[config.mk]
export PLATFORM = sky130hd
export DESIGN_NAME = datagram_checker_crc32_flat
export DESIGN_NICKNAME = d
export VERILOG_FILES = /design/src/hw/rtl/dcc_pkg.sv /design/src/hw/rtl/dcc_stream_if.sv /design/src/hw/rtl/dcc_header_capture.sv /design/src/hw/rtl/dcc_crc_tail.sv /design/src/hw/rtl/dcc_frame_walker.sv /design/src/hw/rtl/datagram_checker_crc32.sv /design/src/flat_wrapper.sv
export SDC_FILE = /design/constraint.sdc
export NUM_CORES = 1
export LEC_CHECK = 0
export BUFFER_PORTS_ARGS = -buffer_cell sky130_fd_sc_hd__buf_2
export CORE_MARGIN = 4
export CORE_UTILIZATION = 47
export CTS_CLUSTER_SIZE = 25
export DETAILED_ROUTE_END_ITERATION = 10
export PLACE_DENSITY = 0.65
export SETUP_SLACK_MARGIN = 0.2
export SLEW_MARGIN = 20
export SYNTH_ARGS = -nofsm -noshare
export SYNTH_HDL_FRONTEND = slang
export SYNTH_HIERARCHICAL = 1
export SYNTH_SLANG_ARGS = --single-unit
[constraint.sdc]
create_clock -name clk -period 7.6 [get_ports clk]
set_input_delay 0.38 -clock clk [delete_from_list [all_inputs] [get_ports clk]]
set_output_delay 0.38 -clock clk [all_outputs]
set_load 0.02 [all_outputs]
[src/hw/rtl/dcc_pkg.sv]
package dcc_pkg;

    // Byte position counter, saturating
    localparam int unsigned COUNT_W = 17;
    localparam logic [COUNT_W-1:0] COUNT_MAX = {COUNT_W{1'b1}};

    // Datagram layout
    localparam int unsigned HDR_SIZE    = 32;
    localparam int unsigned CRC_SIZE    = 4;
    localparam int unsigned FRAME_FIXED = 28;
    localparam int unsigned MIN_LEN     = HDR_SIZE + CRC_SIZE;

    // Captured header bytes (flags through payload length)
    localparam int unsigned HDR_LO = 5;
    localparam int unsigned HDR_HI = 27;

    // CRC-32, reflected
    localparam logic [31:0] CRC_POLY = 32'hEDB88320;
    localparam logic [31:0] CRC_INIT = 32'hFFFFFFFF;

    // Configuration register indexes
    localparam int unsigned CFG_IDX_W = 1;
    localparam int unsigned CFG_DATA_W = 32;
    localparam logic [CFG_IDX_W-1:0] CFG_MAGIC_WORD       = 1'b0;
    localparam logic [CFG_IDX_W-1:0] CFG_EXPECTED_VERSION = 1'b1;

    typedef enum logic [2:0] {
        STATUS_OK          = 3'd0,
        STATUS_TOO_SHORT   = 3'd1,
        STATUS_BAD_MAGIC   = 3'd2,
        STATUS_BAD_VERSION = 3'd3,
        STATUS_LEN_MISMATCH = 3'd4,
        STATUS_CRC_MISMATCH = 3'd5
    } dcc_status_t;

    typedef struct packed {
        logic [7:0] data_byte;
        logic       last_byte;
    } dcc_in_t;

    typedef struct packed {
        dcc_status_t status;
        logic [7:0]  flags;
        logic [7:0]  capture_mode;
        logic [31:0] device_id;
        logic [31:0] boot_id;
        logic [31:0] packet_seq;
        logic [31:0] batch_seq;
        logic [15:0] frame_count;
        logic [15:0] payload_len;
        logic [15:0] frames_walked;
        logic        frame_overrun;
    } dcc_out_t;

    // One accepted beat as seen by the sub-blocks
    typedef struct packed {
        logic               advance;
        logic               finish;
        logic [COUNT_W-1:0] pos;
        logic [7:0]         data;
    } dcc_step_t;

    // Header view after the current beat
    typedef struct packed {
        logic [7:0]  flags;
        logic [7:0]  capture_mode;
        logic [31:0] device_id;
        logic [31:0] boot_id;
        logic [31:0] packet_seq;
        logic [31:0] batch_seq;
        logic [15:0] frame_count;
        logic [15:0] payload_len;
        logic        magic_ok;
        logic        version_ok;
    } dcc_hdr_t;

endpackage

[src/hw/rtl/dcc_stream_if.sv]
interface dcc_stream_if #(
    parameter type payload_t = logic
);
    logic     valid;
    logic     ready;
    payload_t payload;

    modport source (output valid, output payload, input ready);
    modport sink (input valid, input payload, output ready);
endinterface

[src/hw/rtl/dcc_header_capture.sv]
module dcc_header_capture (
    input  logic                clk,
    input  logic                rst_n,
    input  dcc_pkg::dcc_step_t  step,
    input  logic [31:0]         magic_word,
    input  logic [7:0]          expected_version,
    output dcc_pkg::dcc_hdr_t   hdr
);

    logic [7:0] hdr_reg  [dcc_pkg::HDR_LO:dcc_pkg::HDR_HI];
    logic [7:0] hdr_next [dcc_pkg::HDR_LO:dcc_pkg::HDR_HI];
    logic       magic_ok_reg;
    logic       magic_ok_next;
    logic       version_ok_reg;
    logic       version_ok_next;
    logic [7:0] magic_byte;

    // Write the header byte that sits at the current position
    always_comb
    begin
        for (int k = dcc_pkg::HDR_LO; k <= dcc_pkg::HDR_HI; k++)
        begin
            hdr_next[k] = (step.advance && step.pos == dcc_pkg::COUNT_W'(k))
                          ? step.data : hdr_reg[k];
        end
    end

    // Check magic and version bytes as they pass
    always_comb
    begin
        magic_byte      = magic_word[8*step.pos[1:0] +: 8];
        magic_ok_next   = magic_ok_reg;
        version_ok_next = version_ok_reg;
        if (step.advance && step.pos < dcc_pkg::COUNT_W'(4) && step.data != magic_byte)
        begin
            magic_ok_next = 1'b0;
        end
        if (step.advance && step.pos == dcc_pkg::COUNT_W'(4) && step.data != expected_version)
        begin
            version_ok_next = 1'b0;
        end
    end

    // Hold captured bytes; drop them at the end of a datagram
    always_ff @(posedge clk or negedge rst_n)
    begin
        if (!rst_n)
        begin
            for (int k = dcc_pkg::HDR_LO; k <= dcc_pkg::HDR_HI; k++)
            begin
                hdr_reg[k] <= 8'h00;
            end
            magic_ok_reg   <= 1'b1;
            version_ok_reg <= 1'b1;
        end
        else if (step.finish)
        begin
            for (int k = dcc_pkg::HDR_LO; k <= dcc_pkg::HDR_HI; k++)
            begin
                hdr_reg[k] <= 8'h00;
            end
            magic_ok_reg   <= 1'b1;
            version_ok_reg <= 1'b1;
        end
        else
        begin
            for (int k = dcc_pkg::HDR_LO; k <= dcc_pkg::HDR_HI; k++)
            begin
                hdr_reg[k] <= hdr_next[k];
            end
            magic_ok_reg   <= magic_ok_next;
            version_ok_reg <= version_ok_next;
        end
    end

    // Assemble little-endian fields
    assign hdr.flags        = hdr_next[5];
    assign hdr.capture_mode = hdr_next[6];
    assign hdr.device_id    = {hdr_next[11], hdr_next[10], hdr_next[9], hdr_next[8]};
    assign hdr.boot_id      = {hdr_next[15], hdr_next[14], hdr_next[13], hdr_next[12]};
    assign hdr.packet_seq   = {hdr_next[19], hdr_next[18], hdr_next[17], hdr_next[16]};
    assign hdr.batch_seq    = {hdr_next[23], hdr_next[22], hdr_next[21], hdr_next[20]};
    assign hdr.frame_count  = {hdr_next[25], hdr_next[24]};
    assign hdr.payload_len  = {hdr_next[27], hdr_next[26]};
    assign hdr.magic_ok     = magic_ok_next;
    assign hdr.version_ok   = version_ok_next;

endmodule

[src/hw/rtl/dcc_crc_tail.sv]
module dcc_crc_tail (
    input  logic               clk,
    input  logic               rst_n,
    input  dcc_pkg::dcc_step_t step,
    output logic [7:0]         delayed_byte,
    output logic               delayed_valid,
    output logic               crc_match
);

    logic [7:0]  tail_reg  [0:3];
    logic [7:0]  tail_next [0:3];
    logic [31:0] crc_reg;
    logic [31:0] crc_next;
    logic [31:0] stored_crc;

    function automatic logic [31:0] crc_byte(input logic [31:0] crc, input logic [7:0] b);
        logic [31:0] c;
        c = crc ^ {24'h0, b};
        for (int k = 0; k < 8; k++)
        begin
            c = (c >> 1) ^ (dcc_pkg::CRC_POLY & {32{c[0]}});
        end
        return c;
    endfunction

    // Bytes leave the delay line four beats after they arrive
    assign delayed_byte  = tail_reg[0];
    assign delayed_valid = step.advance && step.pos >= dcc_pkg::COUNT_W'(dcc_pkg::CRC_SIZE);

    // Shift the tail and fold the leaving byte into the CRC
    always_comb
    begin
        tail_next[0] = tail_reg[1];
        tail_next[1] = tail_reg[2];
        tail_next[2] = tail_reg[3];
        tail_next[3] = step.data;
        crc_next     = delayed_valid ? crc_byte(crc_reg, tail_reg[0]) : crc_reg;
    end

    assign stored_crc = {tail_next[3], tail_next[2], tail_next[1], tail_next[0]};
    assign crc_match  = (~crc_next) == stored_crc;

    always_ff @(posedge clk or negedge rst_n)
    begin
        if (!rst_n)
        begin
            for (int k = 0; k < 4; k++)
            begin
                tail_reg[k] <= 8'h00;
            end
            crc_reg <= dcc_pkg::CRC_INIT;
        end
        else if (step.finish)
        begin
            for (int k = 0; k < 4; k++)
            begin
                tail_reg[k] <= 8'h00;
            end
            crc_reg <= dcc_pkg::CRC_INIT;
        end
        else if (step.advance)
        begin
            for (int k = 0; k < 4; k++)
            begin
                tail_reg[k] <= tail_next[k];
            end
            crc_reg <= crc_next;
        end
    end

endmodule

[src/hw/rtl/dcc_frame_walker.sv]
module dcc_frame_walker (
    input  logic                        clk,
    input  logic                        rst_n,
    input  dcc_pkg::dcc_step_t          step,
    input  logic [7:0]                  body_byte,
    input  logic                        body_valid,
    output logic [dcc_pkg::COUNT_W-1:0] frame_start,
    output logic [15:0]                 frames_done
);

    localparam int unsigned WIDE_W = dcc_pkg::COUNT_W + 1;

    logic [dcc_pkg::COUNT_W-1:0] start_reg;
    logic [dcc_pkg::COUNT_W-1:0] start_next;
    logic [15:0]                 csi_reg;
    logic [15:0]                 csi_next;
    logic [15:0]                 csi_word;
    logic [15:0]                 done_reg;
    logic [15:0]                 done_next;
    logic [WIDE_W-1:0]           q_wide;
    logic [WIDE_W-1:0]           start_wide;
    logic [WIDE_W-1:0]           end_wide;
    logic                        active;
    logic                        at_len_lo;
    logic                        at_len_hi;
    logic                        past_hdr;
    logic                        frame_end;

    // Body offset of the byte leaving the delay line
    assign q_wide     = WIDE_W'(step.pos - dcc_pkg::COUNT_W'(dcc_pkg::CRC_SIZE));
    assign start_wide = WIDE_W'(start_reg);
    assign active     = body_valid && q_wide >= start_wide;
    assign at_len_lo  = q_wide == start_wide + WIDE_W'(dcc_pkg::FRAME_FIXED - 2);
    assign at_len_hi  = q_wide == start_wide + WIDE_W'(dcc_pkg::FRAME_FIXED - 1);
    assign past_hdr   = q_wide >= start_wide + WIDE_W'(dcc_pkg::FRAME_FIXED - 1);
    assign csi_word   = at_len_hi ? (csi_reg | {body_byte, 8'h00}) : csi_reg;
    assign end_wide   = start_wide + WIDE_W'(dcc_pkg::FRAME_FIXED) + WIDE_W'(csi_word);
    assign frame_end  = active && !at_len_lo && past_hdr
                        && (q_wide + WIDE_W'(1)) == end_wide;

    // Advance to the next frame when the current one closes
    always_comb
    begin
        start_next = start_reg;
        done_next  = done_reg;
        csi_next   = csi_reg;
        if (frame_end)
        begin
            start_next = end_wide > WIDE_W'(dcc_pkg::COUNT_MAX)
                         ? dcc_pkg::COUNT_MAX : end_wide[dcc_pkg::COUNT_W-1:0];
            if (done_reg != 16'hFFFF)
            begin
                done_next = done_reg + 16'd1;
            end
            csi_next = 16'h0000;
        end
        else if (active && at_len_lo)
        begin
            csi_next = {8'h00, body_byte};
        end
        else if (active && at_len_hi)
        begin
            csi_next = csi_word;
        end
    end

    assign frame_start = start_next;
    assign frames_done = done_next;

    always_ff @(posedge clk or negedge rst_n)
    begin
        if (!rst_n)
        begin
            start_reg <= dcc_pkg::COUNT_W'(dcc_pkg::HDR_SIZE);
            csi_reg   <= 16'h0000;
            done_reg  <= 16'h0000;
        end
        else if (step.finish)
        begin
            start_reg <= dcc_pkg::COUNT_W'(dcc_pkg::HDR_SIZE);
            csi_reg   <= 16'h0000;
            done_reg  <= 16'h0000;
        end
        else
        begin
            start_reg <= start_next;
            csi_reg   <= csi_next;
            done_reg  <= done_next;
        end
    end

endmodule

[src/hw/rtl/datagram_checker_crc32.sv]
// Datagram checker: takes one received datagram a byte per beat, last byte
// flagged, and returns one status beat per datagram in the cycle after the last
// byte is taken. A byte is accepted every cycle; the input stalls only when a
// last byte arrives while the previous status is still waiting downstream.
// The cycle path is the byte-wide CRC-32 update feeding the CRC compare.
// The status reports the first failing check in the order too short, bad
// magic, bad version, length mismatch, CRC mismatch, together with the captured
// header fields and the frame walk result. The user must write magic_word
// and expected_version only while no datagram is in progress; not enforced.
module datagram_checker_crc32 (
    input  logic                            clk,
    input  logic                            rst_n,
    input  logic                            cfg_we,
    input  logic [dcc_pkg::CFG_IDX_W-1:0]   cfg_index,
    input  logic [dcc_pkg::CFG_DATA_W-1:0]  cfg_data,
    dcc_stream_if.sink                      in_stream,
    dcc_stream_if.source                    out_stream
);

    logic [31:0]                 magic_reg;
    logic [7:0]                  version_reg;
    logic [dcc_pkg::COUNT_W-1:0] count_reg;
    logic [dcc_pkg::COUNT_W-1:0] count_next;
    logic                        out_valid_reg;
    dcc_pkg::dcc_out_t           out_reg;
    dcc_pkg::dcc_out_t           out_next;
    dcc_pkg::dcc_step_t          step;
    dcc_pkg::dcc_hdr_t           hdr;
    dcc_pkg::dcc_in_t            in_beat;
    logic [7:0]                  delayed_byte;
    logic                        delayed_valid;
    logic                        crc_match;
    logic [dcc_pkg::COUNT_W-1:0] frame_start;
    logic [15:0]                 frames_done;
    logic                        accept;
    logic                        long_enough;

    // Configuration writes
    always_ff @(posedge clk or negedge rst_n)
    begin
        if (!rst_n)
        begin
            magic_reg   <= 32'h0;
            version_reg <= 8'h0;
        end
        else if (cfg_we)
        begin
            case (cfg_index)
                dcc_pkg::CFG_MAGIC_WORD:       magic_reg   <= cfg_data[31:0];
                dcc_pkg::CFG_EXPECTED_VERSION: version_reg <= cfg_data[7:0];
                default:                       magic_reg   <= magic_reg;
            endcase
        end
    end

    // Take bytes freely; hold a last byte until the status slot is free
    assign in_beat         = in_stream.payload;
    assign in_stream.ready = !in_beat.last_byte || !out_valid_reg || out_stream.ready;
    assign accept          = in_stream.valid && in_stream.ready;

    assign step.advance = accept;
    assign step.finish  = accept && in_beat.last_byte;
    assign step.pos     = count_reg;
    assign step.data    = in_beat.data_byte;

    // Saturating byte position
    assign count_next = (count_reg == dcc_pkg::COUNT_MAX) ? count_reg
                        : count_reg + dcc_pkg::COUNT_W'(1);

    always_ff @(posedge clk or negedge rst_n)
    begin
        if (!rst_n)
        begin
            count_reg <= '0;
        end
        else if (step.finish)
        begin
            count_reg <= '0;
        end
        else if (accept)
        begin
            count_reg <= count_next;
        end
    end

    dcc_header_capture u_header (
        .clk              (clk),
        .rst_n            (rst_n),
        .step             (step),
        .magic_word       (magic_reg),
        .expected_version (version_reg),
        .hdr              (hdr)
    );

    dcc_crc_tail u_crc (
        .clk           (clk),
        .rst_n         (rst_n),
        .step          (step),
        .delayed_byte  (delayed_byte),
        .delayed_valid (delayed_valid),
        .crc_match     (crc_match)
    );

    dcc_frame_walker u_walker (
        .clk         (clk),
        .rst_n       (rst_n),
        .step        (step),
        .body_byte   (delayed_byte),
        .body_valid  (delayed_valid),
        .frame_start (frame_start),
        .frames_done (frames_done)
    );

    // Resolve status for the datagram ending on this beat
    assign long_enough = count_next >= dcc_pkg::COUNT_W'(dcc_pkg::MIN_LEN);

    always_comb
    begin
        if (!long_enough)
        begin
            out_next.status = dcc_pkg::STATUS_TOO_SHORT;
        end
        else if (!hdr.magic_ok)
        begin
            out_next.status = dcc_pkg::STATUS_BAD_MAGIC;
        end
        else if (!hdr.version_ok)
        begin
            out_next.status = dcc_pkg::STATUS_BAD_VERSION;
        end
        else if ((dcc_pkg::COUNT_W + 1)'(hdr.payload_len)
                 + (dcc_pkg::COUNT_W + 1)'(dcc_pkg::MIN_LEN)
                 != (dcc_pkg::COUNT_W + 1)'(count_next))
        begin
            out_next.status = dcc_pkg::STATUS_LEN_MISMATCH;
        end
        else if (!crc_match)
        begin
            out_next.status = dcc_pkg::STATUS_CRC_MISMATCH;
        end
        else
        begin
            out_next.status = dcc_pkg::STATUS_OK;
        end
        out_next.flags         = hdr.flags;
        out_next.capture_mode  = hdr.capture_mode;
        out_next.device_id     = hdr.device_id;
        out_next.boot_id       = hdr.boot_id;
        out_next.packet_seq    = hdr.packet_seq;
        out_next.batch_seq     = hdr.batch_seq;
        out_next.frame_count   = hdr.frame_count;
        out_next.payload_len   = hdr.payload_len;
        out_next.frames_walked = frames_done;
        out_next.frame_overrun = long_enough
            && (count_next - dcc_pkg::COUNT_W'(dcc_pkg::CRC_SIZE)) > frame_start;
    end

    // Status output register
    always_ff @(posedge clk or negedge rst_n)
    begin
        if (!rst_n)
        begin
            out_valid_reg <= 1'b0;
        end
        else if (step.finish)
        begin
            out_valid_reg <= 1'b1;
        end
        else if (out_stream.ready)
        begin
            out_valid_reg <= 1'b0;
        end
    end

    always_ff @(posedge clk)
    begin
        if (step.finish)
        begin
            out_reg <= out_next;
        end
    end

    assign out_stream.valid   = out_valid_reg;
    assign out_stream.payload = out_reg;

endmodule
[src/flat_wrapper.sv]
// flat-port wrapper written by rule: the top's interface ports become plain ports
module datagram_checker_crc32_flat 
  (clk, rst_n, cfg_we, cfg_index, cfg_data, in_stream_valid, in_stream_payload, in_stream_ready, out_stream_valid, out_stream_payload, out_stream_ready);
  dcc_stream_if in_stream_i ();
  dcc_stream_if out_stream_i ();
  input  logic clk;
  input  logic rst_n;
  input  logic cfg_we;
  input  logic [dcc_pkg::CFG_IDX_W-1:0] cfg_index;
  input  logic [dcc_pkg::CFG_DATA_W-1:0] cfg_data;
  input wire logic [$bits(in_stream_i.valid)-1:0] in_stream_valid;
  input wire logic [$bits(in_stream_i.payload)-1:0] in_stream_payload;
  output wire logic [$bits(in_stream_i.ready)-1:0] in_stream_ready;
  output wire logic [$bits(out_stream_i.valid)-1:0] out_stream_valid;
  output wire logic [$bits(out_stream_i.payload)-1:0] out_stream_payload;
  input wire logic [$bits(out_stream_i.ready)-1:0] out_stream_ready;
  assign in_stream_i.valid = in_stream_valid;
  assign in_stream_i.payload = in_stream_payload;
  assign in_stream_ready = in_stream_i.ready;
  assign out_stream_valid = out_stream_i.valid;
  assign out_stream_payload = out_stream_i.payload;
  assign out_stream_i.ready = out_stream_ready;
  datagram_checker_crc32 u_core (.clk(clk), .rst_n(rst_n), .cfg_we(cfg_we), .cfg_index(cfg_index), .cfg_data(cfg_data), .in_stream(in_stream_i), .out_stream(out_stream_i));
endmodule
* Yosys cells after proc, flatten, opt, wreduce, memory -nomap -nowiden *
Index checks and enable logic that the tools add are counted.

cells by class
  add/subtract/negate cells = 8
  magnitude comparators = 6
  equal/unequal tests = 4
  multiplexer cells = 15
  bitwise logic cells = 1
  reduce and logical (&&, ||, !) cells = 18

operators with widths
  cell                     number
  $mux W17                 6
  $mux W16                 5
  $mux W32                 2
  $add A17 B5 Y18 const B  3
  $eq A18 B18 Y1           3
  $add A18 B1 Y18 const B  1
  $add A18 B16 Y18         1
  $ge A18 B17 Y1           1
  $ge A18 B18 Y1           1
  $gt A18 B17 Y1 const B   1
  $sub A17 B3 Y18 const B  1
  $add A17 B1 Y17 const B  1
  $eq A17 B17 Y1 const B   1
  $ge A17 B3 Y1 const B    1
  $ge A17 B6 Y1 const B    1
  $gt A17 B17 Y1           1
  $sub A17 B3 Y17 const B  1
  $or A16 B16 Y16          1
  $logic_and A1 B1 Y1      10
  $reduce_bool A2 Y1       2
  $reduce_bool A4 Y1       1
  $logic_not A1 Y1         3
  $logic_or A1 B1 Y1       2
  $mux W1                  2

word-level totals
  register bits after elaboration = 84
  bits of input ports = 39
  output and inout port bits = 3
  word-level logic and storage cells = 61

* Longest topological paths before layout *
Gate-level depths: netlist (run 1).

  depth after elaboration = 12
  mapped depth = 36
  gate-level depth less buffers = 33

* Hierarchy *
Netlist (run 1), hierarchy kept.

modules (own cells, without submodules)
  module                  instances  cells an instance  area an instance (um2)  seq. area each (um2)
  dcc_frame_walker        1          769                6551.3                  1227.4
  dcc_crc_tail            1          376                4053.9                  1641.6
  datagram_checker_crc32  1          259                2142.1                  480.5

* Worst setup path after synthesis (run 1) *
OpenSTA, ideal clock, no wires.

  path kind = reg2reg
  start point = reg u_core/count_reg[2] in the netlist's numbering
  end point = reg u_core.out_reg (netlist bit u_core/out_stream.payload) (data pin)
  setup time = 0.259 ns
  arrival = 7.835 ns
  required time = 7.341 ns
  path slack = -0.494 ns
  stages on the path, launching flop included = 35
  path buffers = 4
  clock period less this slack = 8.094 ns
  path through = dfrtp_1 -> inv_1 -> ha_1 -> or3b_1 -> clkbuf_1 -> nor3_1 -> xnor2_1 -> inv_1 -> ha_1 -> nand4_1 -> nor2_1 -> nand2_1 -> nor3_1 -> a21o_1 -> ha_1 -> ha_1 -> clkbuf_1 -> or3_1 -> o211ai_1 -> a21boi_0 -> a221oi_1 -> xor3_1 -> nor4_2 -> and4b_1 -> buf_6 -> buf_12 -> mux2_1 -> inv_1 -> ha_1 -> a21o_1 -> a21o_1 -> a21oi_1 -> o211ai_1 -> o21ai_0 -> a21oi_1

RTL lines
  item                      line                           source
  start: declaration        datagram_checker_crc32.sv:22   logic [dcc_pkg::COUNT_W-1:0] count_reg;
  start signal: assignment  datagram_checker_crc32.sv:82   count_reg <= count_next;
  end signal: assignment    datagram_checker_crc32.sv:179  out_reg <= out_next;
  end: declaration          datagram_checker_crc32.sv:25   dcc_pkg::dcc_out_t out_reg;

==> results.ini, run 1 <==
[critical_path]
worstSetupStartpointType = flip-flop
required_ps = 7700
cp-end-kind = flip-flop
crit_type = flip-flop to flip-flop
slowest_stage = or4_4
worstPathArrival_ps = 7210
crit_fanout = 6
crit_path_frequent_cell = buf_4
cpPeakStageDelay_ps = 600

[final_layout]
nNetsFinal = 1205
regArea_mm2 = 0.00211
diodes = 0
syn2layout_area_growth_pct = 15.3
largest_reg_flops = 24
multi_input_area_mm2 = 0.00658
final_util = 0.551
nFillCells = 1737
drive_above_1_share = 0.207
fin_cells = 1311

[floorplan]
die_x_um = 146
row_count = 50
dieArea_mm2 = 0.0212
io_pins = 42
fp.dieH_um = 146
coreArea_mm2 = 0.0186
initial_core_util = 0.478

[global_route]
grt_max_degree = 55
antenna_found_initial = 0
grt_pass1_wl_um = 40200
track_usage = 0.235
grt_pass1_vias = 7509
overflow = 0

[sta]
relSlewSlack = 0.504
finClkSkew_ps = 8.12
min_period_ps = 7120
maxSlewViolCount = 0
fin_crit_sh = 0.936
max_freq_mhz = 141
hold_viol_final = 2
setup_viol = 0
tightest_slew_ps = 743
final.setup.tns_ps = 0
fin_hold_ws_ps = -3.28
rsz0062_at_grt = false

[clocking]
ctsHoldBuffers = 0
cts-root-buf = clkbuf_16
cts_tree = yes
path_clk_slew_ps = 70
cts_buffers = 9
cts.sinks = 84
h-tree-depth = 3
clk_latency_ps = 360
clockBufferDepth = 2

[routing]
first_iter_violations = 487
first_pass_iters = 5
drc_errors = 0
routedWlPerCell_um = 19.2
vias_per_cell = 5.91
wl_um = 25100
vias = 7743
antenna_left = 0

[outcome]
status = finished, violations left
violations = hold timing

[placement]
port_buffers = 7
dp_cells = 1282
place_congestion = 0.906
post-dp-hpwl_um = 19200

[power]
vdd_drop_max_mv = 0.130
power.leakage_nw = 4.65
powerDensity_mw_per_mm2 = 130

[run]
drv_cap = 0

[worst_hold_path]
hold_path_class = input pin to async pin

[synthesis]
yosysWarnings = 6
syn_avg_cell_area_um2 = 8.74
synthCells = 1018
synth_area_mm2 = 0.00890

timing repair:
action                                 in CTS  in global routing
setup endpoints to repair                   1                  1
pin swaps                                   2                 28
cloned                                      0                  0
gates resized for setup                     8                 75
buffers inserted                            2                 11
endpoints found under the hold margin       0                  0
placed cells by master (no fill, tap or decap), drive strengths merged, types with 15 or more instances in the layout:
cell type,count
a21o,28
a21oi,45
buf,96
dfrtp,82
ha,93
inv,70
mux2i,40
nand2,58
nand2b,15
nand3,21
nand4,27
nor2,78
nor2b,31
nor3,24
o21ai,41
xnor2,77
xor2,16
area by class of cell:
type / instances / share of cell area
multi-input cells: 814 / 0.641
flip-flops and latches: 84 / 0.206
repair buffers: 96 / 0.0706
well taps: 234 / 0.0285
inverters: 67 / 0.0245
clock buffers: 9 / 0.0219
clock inverters: 7 / 0.00744
metrics by stage:
| step | area, um^2 | hold WS (ps) | setup WS [ps] | power (mW) |
|---|---|---|---|---|
| detailed placement | 9500 | 400 | 66.8 | 0.859 |
| global route | 10300 | 26.7 | 150 | 1.42 |
| floorplan | 8950 | 84.4 | 257 | 0.753 |
| global placement | 9500 | 397 | 141 | 0.854 |
| CTS | 9850 | 14.9 | 227 | 1.32 |
| finish | 10300 | -3.28 | 484 | 1.33 |
power by group:
part           internal (mW)  switching (mW)
sequential             0.469          0.0220
clock                  0.234           0.220
combinational          0.176           0.211
total                  0.879           0.452
worst max-delay path: cells and delay by family, from the launching register on:
| kind | cells | cell delay (ps) |
|---|---|---|
| AO/OA/AOI/OAI | 10 | 1390 |
| XOR/XNOR | 1 | 170 |
| adder cells (fa/ha/maj) | 4 | 1120 |
| buffers and inverters | 7 | 910 |
| flip-flops | 1 | 390 |
| multiplexers | 1 | 280 |
| AND/OR/NAND/NOR | 11 | 2580 |
final timing paths:
path,from,end,slack (ps),depth (start not counted)
setup / recovery,u_core/count_reg[2]$_DFFE_PN0P_,u_core/out_stream.payload$_DFFE_PP_,480,34
hold / removal,rst_n,u_core/u_walker/csi_reg[14]$_DFFE_PN0P_,-3,1
setup reg to reg,u_core/count_reg[2]$_DFFE_PN0P_,u_core/out_stream.payload$_DFFE_PP_,480,34
hold reg to reg,u_core/u_walker/csi_reg[15]$_DFFE_PN0P_,u_core/u_walker/csi_reg[15]$_DFFE_PN0P_,510,2
max in group asynchronous,rst_n,u_core/count_reg[4]$_DFFE_PN0P_,6570,2
min in group clk,out_stream_ready,u_core/out_stream.valid$_DFFE_PN0P_,450,3
layer usage:
layer	vias to the layer above	GRT usage	wire length, um
met3	35	0.0371	1140
met4	0	0.0665	575
li1	3778	-	-
met2	201	0.377	11600
met5	-	0	0
met1	3729	0.329	11800
Power figures use the tool's default switching activity.
==> run 2, diff against run 1 <==
BUFFER_PORTS_ARGS = unset   (was -buffer_cell sky130_fd_sc_hd__buf_2)
DONT_BUFFER_PORTS = 1   (was unset)
PLACE_DENSITY = 0.61   (was 0.65)
clock period = 8.6 ns   (was 7.6 ns; I/O delays follow)
==> run 2 against run 1 <==
Net effect:
- the flow now finishes without violations
- core utilization decreased by 4.0 points
- critical path depth stayed put
- non-clock buffer count is 69 lower
- critical path type unchanged
- sequential share of layout area increased by 1.6 points
- largest cell class unchanged
- total power fell by 12%
- final cell count down 5.3%
- final area decreased by 7.3%
- clock power is 4.4% lower
==> results.ini, run 2 (synthesis results as in run 1) <==
[final_layout]
diodes = 0
nFillCells = 1806
syn2layout_area_growth_pct = 6.84
nNetsFinal = 1136
drive_above_1_share = 0.104
mostFrequentLayoutCells = 92 x ha_1, 82 x dfrtp_1, 74 x nor2_1, 74 x xnor2_1, 62 x inv_1
largest_reg_flops = 24
fin_cells = 1242
final_common_cell = ha_1

[routing]
vias_per_cell = 5.89
wl_um = 24100
routedWlPerCell_um = 19.4
first_pass_iters = 5
vias = 7310
first_iter_violations = 488
antenna_left = 0
drc_errors = 0

[clocking]
postCtsSetupBuffers = 0
cts_buffers = 9
clk_latency_ps = 350
clockBufferDepth = 2
h-tree-depth = 3
cts.sinks = 84
cts-root-buf = clkbuf_16
cts_tree = yes
path_clk_slew_ps = 60

[power]
vdd_drop_max_mv = 0.124
powerDensity_mw_per_mm2 = 124
power.leakage_nw = 4.28

[placement]
post-dp-hpwl_um = 18600
port_buffers = 0
post-place-ws_ps = 272
place_congestion = 0.957
dp_cells = 1224

[global_route]
grtUsageMet1 = 0.325
overflow = 0
grt_pass1_wl_um = 38700
met3_usage = 0.0299
gr-max-usage-layer = met2
grt_max_degree = 84
antenna_found_initial = 0
met2_usage = 0.365
track_usage = 0.227
grt_pass1_vias = 6980

[floorplan]
die_x_um = 146
coreArea_mm2 = 0.0186
initial_core_util = 0.478
fp.dieH_um = 146
row_count = 50
dieArea_mm2 = 0.0212
io_pins = 42

[critical_path]
crit_fanout = 14
r2r_slack_ps = 780
cp-end-kind = flip-flop
slowest_stage = nor4_2
crit_type = flip-flop to flip-flop
reg2reg_depth = 34
required_ps = 8690
worstSetupStartpointType = flip-flop
r2r_end = u_core/out_stream.payload$_DFFE_PP_
cpPeakStageDelay_ps = 550
worstPathArrival_ps = 7910
crit_start = u_core/count_reg[3]$_DFFE_PN0P_
r2r_start = u_core/count_reg[3]$_DFFE_PN0P_
crit_path_frequent_cell = ha_1
crit_end = u_core/out_stream.payload$_DFFE_PP_

[sta]
min_period_ps = 7820
final.setup.tns_ps = 0
setup_slack_ps = 779
fin_crit_sh = 0.909
hold_viol_final = 0
rsz0062_at_grt = false
fin_hold_ws_ps = 331
relSlewSlack = 0.331
finClkSkew_ps = 10.4
max_freq_mhz = 128
maxSlewViolCount = 0
tightest_slew_ps = 1000
setup_viol = 0

[run]
drv_cap = 0

[worst_hold_path]
hold_depth = 3
hold_path_class = input pin to flip-flop

[outcome]
status = finished clean

## run 2: cell type report
cell class	count	area, um^2	share of cell area
clock inverter	6	93.8	0.00987
inverter	67	251	0.0264
tap	234	293	0.0308
sequential	84	2110	0.222
clock buffer	10	229	0.0241
timing repair buffer	27	238	0.0250
multi-input combinational	814	6300	0.662
## run 2: stage by stage
step                      area (um^2)  total power, mW  utilization
after floorplan                  8930            0.664            -
after global placement           9080            0.726        0.487
after detailed placement         9080            0.732        0.487
after CTS                        9440             1.18        0.506
after global routing             9510             1.24        0.510
final                            9510             1.17        0.510
## run 2: where the power goes
| group | total, mW | switching [mW] | internal [mW] |
|---|---|---|---|
| registers | 0.434 | 0.0200 | 0.414 |
| clock network | 0.434 | 0.176 | 0.258 |
| logic | 0.306 | 0.174 | 0.132 |
## run 2: how the worst min path moves through the flow
stage	startpoint	end	slack (ps)
after floorplan	rst_n	u_core/count_reg[0]$_DFFE_PN0P_	130
after global placement	rst_n	u_core/u_walker/csi_reg[12]$_DFFE_PN0P_	140
after detailed placement	rst_n	u_core/u_crc/delayed_byte[4]$_DFFE_PN0P_	140
after CTS	in_stream_payload	u_core/count_reg[4]$_DFFE_PN0P_	320
after global routing	in_stream_payload	u_core/count_reg[4]$_DFFE_PN0P_	360
final	in_stream_payload	u_core/count_reg[0]$_DFFE_PN0P_	330
## run 2: timing repair
item,in CTS,in global routing
endpoints found under the setup margin,0,1
gates resized for setup,0,15
hold buffers,2,0
hold endpoints to repair,83,0
## run 2: layer usage
metal / share of wire / vias up
met2: 0.46 / 156
met1: 0.48 / 3486
met5: 0 / -
li1: - / 3641
met4: 0.017 / 0
met3: 0.043 / 27
## run 2: worst max-delay path: cells and delay by family, from the launching register on
kind                     cells  cell delay [ps]
flip-flops                   1              370
multiplexers                 1              270
buffers and inverters        6              990
adder cells (fa/ha/maj)      4             1230
XOR/XNOR                     1              370
AO/OA/AOI/OAI               11             1620
AND/OR/NAND/NOR             11             2660
